File: src/rtl/fpsac_pkg.sv
// ----------------------------------------------------------------------------
// fpsac_pkg
// Shared types for the frame parser with sum and add check.
// ----------------------------------------------------------------------------
package fpsac_pkg;

  localparam int unsigned ByteW = 8;
  localparam int unsigned WordW = 16;

  localparam logic KindPayload = 1'b0;
  localparam logic KindEnd     = 1'b1;

  typedef struct packed {
    logic             kind;
    logic [ByteW-1:0] payload_byte;
    logic [WordW-1:0] payload_index;
    logic [ByteW-1:0] source_address;
    logic [ByteW-1:0] destination_address;
    logic [ByteW-1:0] function_code;
    logic [WordW-1:0] payload_length;
    logic             check_ok;
  } result_t;

endpackage

File: src/rtl/frame_parser_sum_add_check.sv
// ----------------------------------------------------------------------------
// frame_parser_sum_add_check
// Frame parser: head byte hunt, header capture, payload streaming and an
// 8-bit sum / sum-of-sums check at the end of each frame.
// ----------------------------------------------------------------------------
//  channel | signals                         | beat
//  --------+---------------------------------+--------------------------------
//  in      | in_valid_i / in_ready_o         | data_byte_i
//  out     | out_valid_o / out_ready_i       | kind_o .. check_ok_o
//  config  | head_byte_we_i                  | head_byte_i
//
//  one input beat per cycle while in_ready_o is high; the parser state updates
//  in the accepting cycle and each result is registered in the output buffer.
//  in_ready_o drops only when both output buffer entries are full.
//  reset returns to the hunt with the head byte at 0xab.
// ----------------------------------------------------------------------------
module frame_parser_sum_add_check (
  input  logic        clk_i,
  input  logic        rst_ni,
  input  logic        head_byte_we_i,
  input  logic [7:0]  head_byte_i,
  input  logic        in_valid_i,
  output logic        in_ready_o,
  input  logic [7:0]  data_byte_i,
  output logic        out_valid_o,
  input  logic        out_ready_i,
  output logic        kind_o,
  output logic [7:0]  payload_byte_o,
  output logic [15:0] payload_index_o,
  output logic [7:0]  source_address_o,
  output logic [7:0]  destination_address_o,
  output logic [7:0]  function_code_o,
  output logic [15:0] payload_length_o,
  output logic        check_ok_o
);

  typedef enum logic [3:0] {
    PhHunt, PhSrc, PhDst, PhFunc, PhLen1, PhLen2, PhData, PhSum, PhAdd
  } phase_e;

  phase_e      phase_q, phase_d;
  logic [7:0]  head_q;
  logic [7:0]  src_q, src_d;
  logic [7:0]  dst_q, dst_d;
  logic [7:0]  func_q, func_d;
  logic [15:0] len_q, len_d;
  logic [15:0] count_q, count_d;
  logic [7:0]  sum_q, sum_d;
  logic [7:0]  add_q, add_d;
  logic [7:0]  rx_sum_q, rx_sum_d;

  logic               accept;
  logic               push;
  logic [7:0]         acc_sum;
  logic [7:0]         acc_add;
  logic [7:0]         start_add;
  logic [15:0]        count_inc;
  logic [15:0]        len_full;
  fpsac_pkg::result_t res;
  fpsac_pkg::result_t out_data;

  assign accept    = in_valid_i & in_ready_o;
  assign acc_sum   = sum_q + data_byte_i;
  assign acc_add   = add_q + acc_sum;
  assign start_add = data_byte_i;
  assign count_inc = count_q + 16'd1;
  assign len_full  = {data_byte_i, len_q[7:0]};

  always_comb begin
    phase_d  = phase_q;
    src_d    = src_q;
    dst_d    = dst_q;
    func_d   = func_q;
    len_d    = len_q;
    count_d  = count_q;
    sum_d    = sum_q;
    add_d    = add_q;
    rx_sum_d = rx_sum_q;
    push     = 1'b0;

    res.kind                = fpsac_pkg::KindPayload;
    res.payload_byte        = '0;
    res.payload_index       = '0;
    res.source_address      = src_q;
    res.destination_address = dst_q;
    res.function_code       = func_q;
    res.payload_length      = len_q;
    res.check_ok            = 1'b0;

    case (phase_q)
      PhSrc: begin
        src_d   = data_byte_i;
        sum_d   = acc_sum;
        add_d   = acc_add;
        phase_d = PhDst;
      end
      PhDst: begin
        dst_d   = data_byte_i;
        sum_d   = acc_sum;
        add_d   = acc_add;
        phase_d = PhFunc;
      end
      PhFunc: begin
        func_d  = data_byte_i;
        sum_d   = acc_sum;
        add_d   = acc_add;
        phase_d = PhLen1;
      end
      PhLen1: begin
        len_d   = {8'h00, data_byte_i};
        sum_d   = acc_sum;
        add_d   = acc_add;
        phase_d = PhLen2;
      end
      PhLen2: begin
        len_d   = len_full;
        sum_d   = acc_sum;
        add_d   = acc_add;
        count_d = '0;
        phase_d = (len_full == 16'd0) ? PhSum : PhData;
      end
      PhData: begin
        sum_d             = acc_sum;
        add_d             = acc_add;
        push              = 1'b1;
        res.payload_byte  = data_byte_i;
        res.payload_index = count_q;
        count_d           = count_inc;
        if (count_inc == len_q) begin
          phase_d = PhSum;
        end
      end
      PhSum: begin
        rx_sum_d = data_byte_i;
        phase_d  = PhAdd;
      end
      PhAdd: begin
        push         = 1'b1;
        res.kind     = fpsac_pkg::KindEnd;
        res.check_ok = (rx_sum_q == sum_q) && (data_byte_i == add_q);
        phase_d      = PhHunt;
      end
      default: begin
        if (data_byte_i == head_q) begin
          sum_d   = data_byte_i;
          add_d   = start_add;
          count_d = '0;
          phase_d = PhSrc;
        end else begin
          phase_d = PhHunt;
        end
      end
    endcase
  end

  always_ff @(posedge clk_i or negedge rst_ni) begin
    if (!rst_ni) begin
      phase_q  <= PhHunt;
      head_q   <= 8'hab;
      src_q    <= '0;
      dst_q    <= '0;
      func_q   <= '0;
      len_q    <= '0;
      count_q  <= '0;
      sum_q    <= '0;
      add_q    <= '0;
      rx_sum_q <= '0;
    end else begin
      if (head_byte_we_i) begin
        head_q <= head_byte_i;
      end
      if (accept) begin
        phase_q  <= phase_d;
        src_q    <= src_d;
        dst_q    <= dst_d;
        func_q   <= func_d;
        len_q    <= len_d;
        count_q  <= count_d;
        sum_q    <= sum_d;
        add_q    <= add_d;
        rx_sum_q <= rx_sum_d;
      end
    end
  end

  fpsac_skid u_skid (
    .clk_i       (clk_i),
    .rst_ni      (rst_ni),
    .push_i      (accept & push),
    .push_data_i (res),
    .space_o     (in_ready_o),
    .out_valid_o (out_valid_o),
    .out_ready_i (out_ready_i),
    .out_data_o  (out_data)
  );

  assign kind_o                = out_data.kind;
  assign payload_byte_o        = out_data.payload_byte;
  assign payload_index_o       = out_data.payload_index;
  assign source_address_o      = out_data.source_address;
  assign destination_address_o = out_data.destination_address;
  assign function_code_o       = out_data.function_code;
  assign payload_length_o      = out_data.payload_length;
  assign check_ok_o            = out_data.check_ok;

endmodule

File: src/rtl/fpsac_skid.sv
// ----------------------------------------------------------------------------
// fpsac_skid
// Two-entry output buffer; ready towards the parser comes from a register.
// ----------------------------------------------------------------------------
module fpsac_skid (
  input  logic               clk_i,
  input  logic               rst_ni,
  input  logic               push_i,
  input  fpsac_pkg::result_t push_data_i,
  output logic               space_o,
  output logic               out_valid_o,
  input  logic               out_ready_i,
  output fpsac_pkg::result_t out_data_o
);

  fpsac_pkg::result_t main_q;
  fpsac_pkg::result_t skid_q;
  logic               main_valid_q;
  logic               skid_valid_q;
  logic               pop;

  assign pop         = main_valid_q & out_ready_i;
  assign space_o     = ~skid_valid_q;
  assign out_valid_o = main_valid_q;
  assign out_data_o  = main_q;

  always_ff @(posedge clk_i or negedge rst_ni) begin
    if (!rst_ni) begin
      main_valid_q <= 1'b0;
      skid_valid_q <= 1'b0;
    end else if (skid_valid_q) begin
      if (pop) begin
        main_valid_q <= 1'b1;
        skid_valid_q <= 1'b0;
      end
    end else if (push_i) begin
      if (!main_valid_q || pop) begin
        main_valid_q <= 1'b1;
      end else begin
        skid_valid_q <= 1'b1;
      end
    end else if (pop) begin
      main_valid_q <= 1'b0;
    end
  end

  always_ff @(posedge clk_i) begin
    if (skid_valid_q) begin
      if (pop) begin
        main_q <= skid_q;
      end
    end else if (push_i) begin
      if (!main_valid_q || pop) begin
        main_q <= push_data_i;
      end else begin
        skid_q <= push_data_i;
      end
    end
  end

endmodule

File: config.mk
export PLATFORM = sky130hd
export DESIGN_NAME = frame_parser_sum_add_check
export DESIGN_NICKNAME = d
export VERILOG_FILES = /design/src/rtl/fpsac_pkg.sv /design/src/rtl/frame_parser_sum_add_check.sv /design/src/rtl/fpsac_skid.sv
export SDC_FILE = /design/constraint.sdc
export NUM_CORES = 1
export LEC_CHECK = 0
export BUFFER_PORTS_ARGS = -buffer_cell sky130_fd_sc_hd__clkbuf_2
export CAP_MARGIN = 30
export CORE_UTILIZATION = 62
export CTS_BUF_LIST = sky130_fd_sc_hd__clkbuf_4 sky130_fd_sc_hd__clkbuf_8
export DETAILED_ROUTE_END_ITERATION = 6
export PLACE_DENSITY = 0.82
export SLEW_MARGIN = 15
export SYNTH_ARGS = -nofsm -noshare
export SYNTH_HDL_FRONTEND = slang
export SYNTH_SLANG_ARGS = --single-unit
File: constraint.sdc
create_clock -name clk_i -period 7.7 [get_ports clk_i]
set_clock_uncertainty 0.1 [all_clocks]
set_input_delay 0 -clock clk_i [delete_from_list [all_inputs] [get_ports clk_i]]
set_output_delay 0 -clock clk_i [all_outputs]
set_load 0.05 [all_outputs]
Word-level counts from Yosys, hierarchy flattened
Index checks and enable logic that the tools add are counted.
{"block": "totals", "mem_count": 0, "romBits": 0, "ramBits": 0, "wordCells": 108, "latchBits": 0, "out_inout_bits": 68, "register_bits": 226}
{"block": "classes", "shifts": 0, "magnitude_cmp": 0, "multipliers": 0, "reduce_logical": 26, "n_addsub": 3, "eq_ne": 15, "n_div": 0, "n_mux": 27, "bitwise": 8}
{"operator": "$mux 66", "n": 4}
{"operator": "$pmux 16 s3", "n": 1}
{"operator": "$pmux 16 s2", "n": 1}
{"operator": "$pmux 4 s8", "n": 1}
{"operator": "$pmux 8 s2", "n": 2}
{"operator": "$eq 8x8->1", "n": 3}
{"operator": "$mux 24", "n": 1}
{"operator": "$reduce_and 3->1", "n": 6}
{"operator": "$add 16x1->16 const B", "n": 1}
{"operator": "$add 8x8->8", "n": 2}
{"operator": "$eq 16x16->1", "n": 1}
{"operator": "$eq 4x3->1 const B", "n": 4}
{"operator": "$logic_not 16->1", "n": 1}
{"operator": "$mux 16", "n": 1}
{"operator": "$mux 1", "n": 14}
{"operator": "$reduce_and 2->1", "n": 6}
{"operator": "$reduce_or 6->1", "n": 2}
{"operator": "$reduce_bool 2->1", "n": 5}
{"operator": "$eq 4x2->1 const B", "n": 2}
{"operator": "$mux 8", "n": 1}
{"operator": "$not 1->1", "n": 5}
{"operator": "$eq 4x1->1 const B", "n": 1}
{"operator": "$eq 4x4->1 const B", "n": 1}
{"operator": "$mux 4", "n": 1}
{"operator": "8 further kinds", "n": 12}

Depth between registers and ports, before layout
Gate-level depths: netlist of the first run.
{"block": "logic_depth", "depth_word": 6, "ltp_mapped": 15}

By module
A second synthesis of the first run with hierarchy kept.
{"block": "unflattened", "cells_unflattened": 791, "hier_area_um2": 10752.8}
{"module": "frame_parser_sum_add_check", "seq_area_each_um2": 2308.5, "cells_each": 573, "area_per_inst_um2": 5530.3, "instances": 1}
{"module": "fpsac_skid", "seq_area_each_um2": 4013.8, "cells_each": 218, "area_per_inst_um2": 5222.5, "instances": 1}

Worst setup path before layout of the first run
Ideal clock, no wire load.
{"block": "synth_path", "path_type": "flip-flop to flip-flop", "startpoint": "register phase_q[1]", "endpoint": "register u_skid.main_q (netlist bit u_skid.out_data_o[0]), enable pin", "stages_incl_launch_ff": 7, "setup_slack_ns": 2.297, "setup_ns": 0.518, "synth_period_minus_slack_ns": 5.403, "arrival_time_ns": 4.785, "required_time_ns": 7.082, "cell_sequence": "dfrtp_1 > clkbuf_1 > nor2b_1 > and2_1 > clkbuf_1 > o21ai_0 > a22oi_1"}
{"block": "synth_via", "elab_chain_len": 6, "elab_cells_between_ends": 7, "cone_classes": "eq/ne (2); mux (1); bitwise (1); reduce/logical (3)"}
{"item": "start: declaration", "line_no": "frame_parser_sum_add_check.sv:41", "text": "phase_e phase_q, phase_d;"}
{"item": "start signal: assignment", "line_no": "frame_parser_sum_add_check.sv:158", "text": "phase_q <= PhHunt;"}
{"item": "start signal: assignment", "line_no": "frame_parser_sum_add_check.sv:173", "text": "phase_q <= phase_d;"}
{"item": "$eq 4x4->1 / $eq 4x3->1 (equally long branches)", "line_no": "frame_parser_sum_add_check.sv:90", "text": "case (phase_q)"}
{"item": "$reduce_or 2->1 (no line) (*)"}
{"item": "$mux 1 (*)", "line_no": "frame_parser_sum_add_check.sv:90"}
{"item": "$and 1x1->1 (*)", "line_no": "frame_parser_sum_add_check.sv:189", "text": ".push_i (accept & push),"}
{"item": "$reduce_bool 2->1 (no line) (*)"}
{"item": "$reduce_and 3->1 (no line) (*)"}
{"item": "end signal: assignment", "line_no": "fpsac_skid.sv:50", "text": "main_q <= skid_q;"}
{"item": "end signal: assignment", "line_no": "fpsac_skid.sv:54", "text": "main_q <= push_data_i;"}
{"item": "end: declaration", "line_no": "fpsac_skid.sv:16", "text": "fpsac_pkg::result_t main_q;"}
Every way passes the cells marked *; elsewhere a longest branch is shown, timed or not.
A chain may end at the register's enable or synchronous reset.

Worst setup path in the final report of the first run
{"block": "layout_path", "startpoint": "register phase_q[2]", "endpoint": "register u_skid.skid_q[57] (netlist bit), enable pin"}
{"block": "layout_via", "elab_chain_len": 5, "elab_cells_between_ends": 6, "cone_classes": "eq/ne (2); mux (1); bitwise (1); reduce/logical (2)"}
{"item": "$eq 4x4->1 / $eq 4x3->1 (equally long branches)", "line_no": "frame_parser_sum_add_check.sv:90"}
{"item": "$reduce_or 2->1 (no line) (*)"}
{"item": "$mux 1 (*)", "line_no": "frame_parser_sum_add_check.sv:90"}
{"item": "$and 1x1->1 (*)", "line_no": "frame_parser_sum_add_check.sv:189"}
{"item": "$reduce_and 3->1 (no line) (*)"}
{"item": "end signal: assignment", "line_no": "fpsac_skid.sv:56", "text": "skid_q <= push_data_i;"}
{"item": "end: declaration", "line_no": "fpsac_skid.sv:17", "text": "fpsac_pkg::result_t skid_q;"}
Marks and branches as above.

==> results.json, run 1 <==
{
  "status": "complete, no violations",
  "synth_mux_area_share_pct": 13.1,
  "synth-xor-area-share_pct": 4.58,
  "netlist_area_um2": 10300,
  "path_class": "register to register",
  "crit_slowest_cell": "nor2b_2",
  "fp.dieH_um": 131,
  "synth_top_family_by_area": "multiplexers",
  "avgSynthCellArea_um2": 13.3,
  "period_needed_ns": 3.80,
  "final_nets": 931,
  "drt_first_pass_iters": 5,
  "clk_latency_ns": 0.53,
  "synthSimpleGateAreaFrac_pct": 10.2,
  "ant_nets": 0,
  "rows": 46,
  "synth_top_area_cell": "edfxtp_1",
  "relSlewSlack_pct": 36.7,
  "initial_core_util_pct": 64.3,
  "path_max_fanout": 46,
  "period_share_pct": 49.3,
  "grt_pass1_vias": 6700,
  "synthAdderAreaFrac_pct": 2.33,
  "grt.total_usage_pct": 27.1,
  "yosysSeqAreaShare_pct": 61.2,
  "synth-seq-cells": 226,
  "path_cells": "nor2b_2 -> and2_1 -> o21ai_0 -> inv_1 -> and3_2 -> buf_4",
  "worstHoldStart": "out_ready_i",
  "synth_edf_count": 132,
  "fin_ws_ns": 3.90,
  "grt_max_degree": 79,
  "r2r-start": "phase_q[2]$_DFFE_PN0P_",
  "synthCells": 775,
  "worst_pin_slew_ns": 0.942,
  "cp.arrival_ns": 3.86,
  "place_hpwl_um": 13900,
  "die_area_um2": 17200,
  "cts_setup_buffers": 0,
  "core_um2": 16100,
  "ios": 89,
  "crit_buf_inv": 2,
  "diodes": 0,
  "root_buffer": "clkbuf_8",
  "synth_compound_area_share_pct": 6.55,
  "avgViaCountPerCell": 5.90,
  "synth.net_count": 814,
  "first_iter_violations": 594,
  "async_flop_share_pct": 41.6,
  "cts_htree_levels": 2,
  "numCtsBuffers": 36,
  "synth_top_flop_cell": "edfxtp_1",
  "clkTransAtPathRegs_ns": 0.06,
  "cts_buffer_depth": 3,
  "antenna_found_initial": 0,
  "grt_overflow_total": 0,
  "vias": 6707,
  "wl_um": 22200,
  "peakVddDrop_mv": 0.287,
  "cp-end-kind": "register",
  "areaGrowthSynthToFinish_pct": 16.1,
  "final_cell_mix": "edfxtp_1, mux2_2, dfrtp_1",
  "dp_slack_ns": 3.99,
  "synth_top_cell_area_share_pct": 38.4,
  "crit_start": "phase_q[2]$_DFFE_PN0P_",
  "p_per_area_nw_per_um2": 419,
  "crit_family": "simple AND/OR/NAND/NOR gates",
  "drive_gt1_share_pct": 32.2,
  "hold_path.class": "primary input to register",
  "cts_tree": "done",
  "fmax_ghz": 0.263,
  "layout_commonest_cell": "edfxtp_1",
  "grt_setup_unrepaired": "no",
  "startpoint_type": "register",
  "ys_top_cells_by_area": "edfxtp_1, dfrtp_1, mux2_2, xnor2_1, o21ai_0",
  "portBuffers": 88,
  "drc": 0,
  "hold_viol_final": 0,
  "setup_viol": 0,
  "post_drt_wl_per_cell_um": 19.6,
  "max_stage_delay_ns": 0.79,
  "drv_slew": 0,
  "yosys_warnings": 0,
  "die_w_um": 131,
  "p_leak_uw": 0.00495,
  "ys_types": 60,
  "required_ns": 7.76,
  "cts.sinks": 226,
  "grt_pass1_wl_um": 34900,
  "cap_violations": 0,
  "gp_congestion": 0.881,
  "fin_tns_setup_ns": 0
}
[cells by family after synthesis]
logic type / after synthesis
AOI/OAI and AO/OA: 106
buffers and inverters: 52
and+or+nand+nor: 198
xor gates and xnor gates: 54
adders and majority gates: 18
DFF: 226
muxes: 121
[per-layer routing]
metal | track usage [%] | part of all wire [%]
met1 | 34.8 | 42
met2 | 46.0 | 50
met3 | 5.11 | 5.3
met4 | 10.4 | 2.5
met5 | 0 | 0
[what timing repair did]
item | 4_1_cts | 5_1_grt
hold buffers | 29 | 0
resized for setup | 0 | 0
endpoints found under the setup margin | 0 | 0
hold endpoints to repair | 154 | 0
[cell type report]
type / instances / area, µm²
Timing Repair Buffer: 125 / 806
Tap cell: 216 / 270
Clock buffer: 59 / 693
Multi-Input combinational cell: 497 / 3810
Inverter: 6 / 22.5
Sequential cell: 226 / 6320
Clock inverter: 7 / 71.3
Fill cell: 1030 / 4060
[synthesized netlist by cell type, types with 2 or more instances]
| cell | instances |
|---|---|
| and4_1 | 2 |
| a31oi_1 | 2 |
| clkbuf_1 | 33 |
| o211ai_1 | 3 |
| o21ai_0 | 44 |
| ha_1 | 16 |
| nand3_1 | 21 |
| edfxtp_1 | 132 |
| and3_1 | 33 |
| nor2_1 | 30 |
| nor2b_1 | 9 |
| and2_1 | 5 |
| nand2_1 | 50 |
| nand4_1 | 11 |
| xor2_1 | 17 |
| dfstp_2 | 5 |
| inv_1 | 5 |
| and4_4 | 2 |
| xnor2_1 | 37 |
| o31ai_1 | 13 |
| mux2i_1 | 5 |
| or3_1 | 7 |
| fa_1 | 2 |
| a21o_1 | 4 |
| nor3_1 | 8 |
| dfrtp_1 | 89 |
| buf_2 | 5 |
| buf_1 | 6 |
| mux2_2 | 116 |
| nor4_1 | 7 |
| nand2b_1 | 3 |
| o21bai_1 | 2 |
| o41ai_1 | 3 |
| o21a_1 | 2 |
| a21oi_1 | 21 |
[flip-flops by register name (all words and copies together) (netlist names)]
register and cells:
u_skid.skid_q 66, phase_q 4, src_q 8, u_skid.out_valid_o 1, count_q 16, u_skid.out_data_o 66
sum_q 8, dst_q 8, rx_sum_q 8, len_q 16, head_q 8, u_skid.skid_valid_q 1
add_q 8, func_q 8
[metrics by stage]
| stage | instance area (µm²) | hold slack (ns) | util, % | instances | total power, µW |
|---|---|---|---|---|---|
| after floorplan | 10300 | -0.396 | - | 775 | 3520 |
| after global placement | 10900 | -0.216 | 68.0 | 1040 | 3860 |
| after detailed placement | 10900 | -0.217 | 68.0 | 1040 | 3960 |
| after CTS | 12000 | 0.105 | 74.6 | 1135 | 5050 |
| after global routing | 12000 | 0.125 | 74.7 | 1136 | 5320 |
| final | 12000 | 0.121 | 74.7 | 1136 | 5030 |
[worst reg2reg max path: stages, from the launching register on]
cell,delay (ns)
dfrtp_1,0.50
nor2b_2,0.79
and2_1,0.44
o21ai_0,0.25
inv_1,0.18
and3_2,0.54
buf_4,0.59
[final timing paths]
path / cells past startpoint / slack, ns / to
setup reg to reg: 6 / 3.90 / u_skid.skid_q[57]$_DFFE_PP_
min in group asynchronous: 3 / 0.43 / head_q[7]$_DFFE_PN1P_
max in group asynchronous: 4 / 5.87 / count_q[2]$_DFFE_PN0P_
hold / removal: 3 / 0.12 / u_skid.skid_valid_q$_DFF_PN0_
hold reg to reg: 0 / 0.36 / u_skid.skid_q[35]$_DFFE_PP_
setup / recovery: 6 / 3.90 / u_skid.skid_q[57]$_DFFE_PP_
[where the power goes]
part           leakage [µW]  switching (µW)  internal, µW
clock              0.000409             458           608
combinational       0.00216            1190           820
sequential          0.00238             262          1700
total               0.00495            1910          3130
Note: power is estimated with default switching activity, not from simulation.
==> inputs of run 2 (changes only) <==
==> constraint.sdc (replaced) <==
create_clock -name clk_i -period 3.9 [get_ports clk_i]
set_clock_uncertainty 0.1 [all_clocks]
set_input_delay 0 -clock clk_i [delete_from_list [all_inputs] [get_ports clk_i]]
set_output_delay 0 -clock clk_i [all_outputs]
set_load 0.05 [all_outputs]
==> run 2 against run 1 <==
  * Routed wire length grew 1.4%
  * Non-clock buffer count is 4 higher
  * Worst hold slack worse by 0.097 ns
  * Core utilization decreased by 0.10 points
  * Critical path depth is 8 higher
  * Combinational power up 98%
  * Die area did not move
  * Total power increased by 96%
  * Flip-flop and latch count unchanged
==> results.json, run 2 (same netlist as run 1, synthesis figures left out) <==
{
  "relSlewSlack_pct": 39.1,
  "cts_resized": 0,
  "cts_htree_levels": 2,
  "p_leak_uw": 0.00494,
  "clk_latency_ns": 0.52,
  "r2r_cells": 14,
  "worst-r2r-setup-slack_ns": 0.44,
  "required_ns": 4.19,
  "drive_gt1_share_pct": 32.5,
  "reg2reg_to": "add_q[7]$_DFFE_PN0P_",
  "final_cell_mix": "edfxtp_1, mux2_2, dfrtp_1",
  "crit_end": "add_q[7]$_DFFE_PN0P_",
  "grt_max_degree": 62,
  "root_buffer": "clkbuf_8",
  "drc": 0,
  "numCtsBuffers": 37,
  "p_per_area_nw_per_um2": 825,
  "vias": 6762,
  "grt.total_usage_pct": 27.6,
  "hold_viol_final": 0,
  "grt_overflow_total": 0,
  "ff_latch_area_um2": 6320,
  "startpoint_type": "register",
  "place_hpwl_um": 14600,
  "antenna_found_initial": 0,
  "max_stage_delay_ns": 0.42,
  "r2r-start": "sum_q[0]$_DFFE_PN0P_",
  "cts_tree": "done",
  "drt_first_pass_iters": 7,
  "crit_buf_inv": 1,
  "ios": 89,
  "die_w_um": 131,
  "core_um2": 16100,
  "placed_cell_area_um2": 11000,
  "cts_buffer_depth": 3,
  "worst_pin_slew_ns": 0.907,
  "die_area_um2": 17200,
  "portBuffers": 88,
  "drv_slew": 0,
  "wl_um": 22500,
  "path_cells": "ha_1 -> fa_1 -> a21o_1 -> a21oi_1 -> xnor2_1 -> ha_1 -> inv_1 -> nor2_1 -> o31a_1 -> o41ai_1 -> xnor2_1 -> xnor2_1 -> nor4_1 -> a311o_1",
  "fillerInstances": 1021,
  "fp.dieH_um": 131,
  "design_area_um2": 12000,
  "grt_pass1_wl_um": 35700,
  "crit_slowest_cell": "dfrtp_1",
  "crit_start": "sum_q[0]$_DFFE_PN0P_",
  "final_nets": 936,
  "post_drt_wl_per_cell_um": 19.7,
  "crit_family": "compound AO/OA/AOI/OAI gates",
  "cap_violations": 0,
  "grt_pass1_vias": 6847,
  "grt_setup_unrepaired": "no",
  "cp_num_cells": 14,
  "period_share_pct": 88.8,
  "fin_tns_setup_ns": 0,
  "fmax_ghz": 0.289,
  "clkTransAtPathRegs_ns": 0.06,
  "cp.arrival_ns": 3.76,
  "diodes": 0,
  "rows": 46,
  "status": "complete, no violations",
  "multi_input_area_um2": 3820,
  "initial_core_util_pct": 64.3,
  "crit_top_cell": "xnor2_1",
  "gp_congestion": 0.944,
  "path_max_fanout": 3,
  "layout_commonest_cell": "edfxtp_1",
  "cts.sinks": 226,
  "setup_viol": 0,
  "avgViaCountPerCell": 5.93,
  "hold_path.class": "primary input to asynchronous set/reset pin",
  "period_needed_ns": 3.46,
  "peakVddDrop_mv": 0.473,
  "path_class": "register to register",
  "cp-end-kind": "register",
  "first_iter_violations": 508,
  "areaGrowthSynthToFinish_pct": 16.0,
  "ant_nets": 0
}
-- run 2: changes by cell type in the layout (fill, tap and decap cells not counted), sizes merged --
cell and delta:
clkbuf +1, inv -2, dlygate4sd3 -2, buf +6
clkinv +2, bufinv -1, clkinvlp +1
-- run 2: per-layer routing --
metal | global-route usage (%) | wire length (µm) | vias up
met3 | 5.40 | 1250 | 50
met4 | 10.4 | 590 | 0
met2 | 47.6 | 11600 | 234
met5 | 0 | 0 | -
met1 | 34.7 | 9040 | 3360
li1 | - | - | 3118
-- run 2: worst min-delay path by stage --
stage / start / endpoint / slack, ns / cells past startpoint
2_1_floorplan: rst_ni / add_q[0]$_DFFE_PN0P_ / -0.40 / 0
3_5_place_dp: rst_ni / func_q[3]$_DFFE_PN0P_ / 0.05 / 1
3_3_place_gp: rst_ni / func_q[4]$_DFFE_PN0P_ / 0.04 / 1
5_1_grt: rst_ni / func_q[3]$_DFFE_PN0P_ / 0.11 / 2
4_1_cts: rst_ni / func_q[3]$_DFFE_PN0P_ / 0.04 / 2
6_report: rst_ni / func_q[3]$_DFFE_PN0P_ / 0.02 / 2
-- run 2: through the flow --
| stage | utilization [%] | std cells | setup slack (ns) | total power, µW | hold slack [ns] |
|---|---|---|---|---|---|
| 5_1_grt | 74.6 | 1141 | 0.223 | 10500 | 0.106 |
| 3_5_place_dp | 68.5 | 1047 | 0.467 | 7870 | 0.0490 |
| 6_report | 74.6 | 1141 | 0.435 | 9880 | 0.0239 |
| 3_3_place_gp | 68.5 | 1047 | 0.517 | 7710 | 0.0411 |
| 2_1_floorplan | - | 775 | 0.0381 | 6950 | -0.396 |
| 4_1_cts | 74.6 | 1141 | 0.448 | 9910 | 0.0366 |
-- run 2: where the power goes --
| part | total, µW | switching (µW) | leakage [µW] | internal (µW) |
|---|---|---|---|---|
| sequential | 3900 | 551 | 0.00238 | 3350 |
| combinational | 3980 | 2340 | 0.00218 | 1640 |
| clock | 2000 | 892 | 0.000385 | 1110 |
-- run 2: final cells by class --
cell class | count | share of cell area [%]
Clock buffer | 60 | 5.69
Clock inverter | 7 | 0.303
Inverter | 6 | 0.188
Multi-Input combinational cell | 497 | 31.9
Sequential cell | 226 | 52.8
Tap cell | 216 | 2.26
Timing Repair Buffer | 129 | 6.93
-- run 2: timing repair --
| item | in CTS | in global routing |
|---|---|---|
| endpoints found under the setup margin | 0 | 0 |
| endpoints found under the hold margin | 106 | 0 |
| hold buffers | 27 | 0 |
| setup buffers | 0 | 0 |
-- run 2: worst register-to-register path: stages (launching register included) --
cell and delay [ns]:
dfrtp_1 0.42, ha_1 0.23, fa_1 0.42, a21o_1 0.18, a21oi_1 0.21, xnor2_1 0.17, ha_1 0.26, inv_1 0.10
nor2_1 0.06, o31a_1 0.11, o41ai_1 0.33, xnor2_1 0.18, xnor2_1 0.16, nor4_1 0.06, a311o_1 0.34
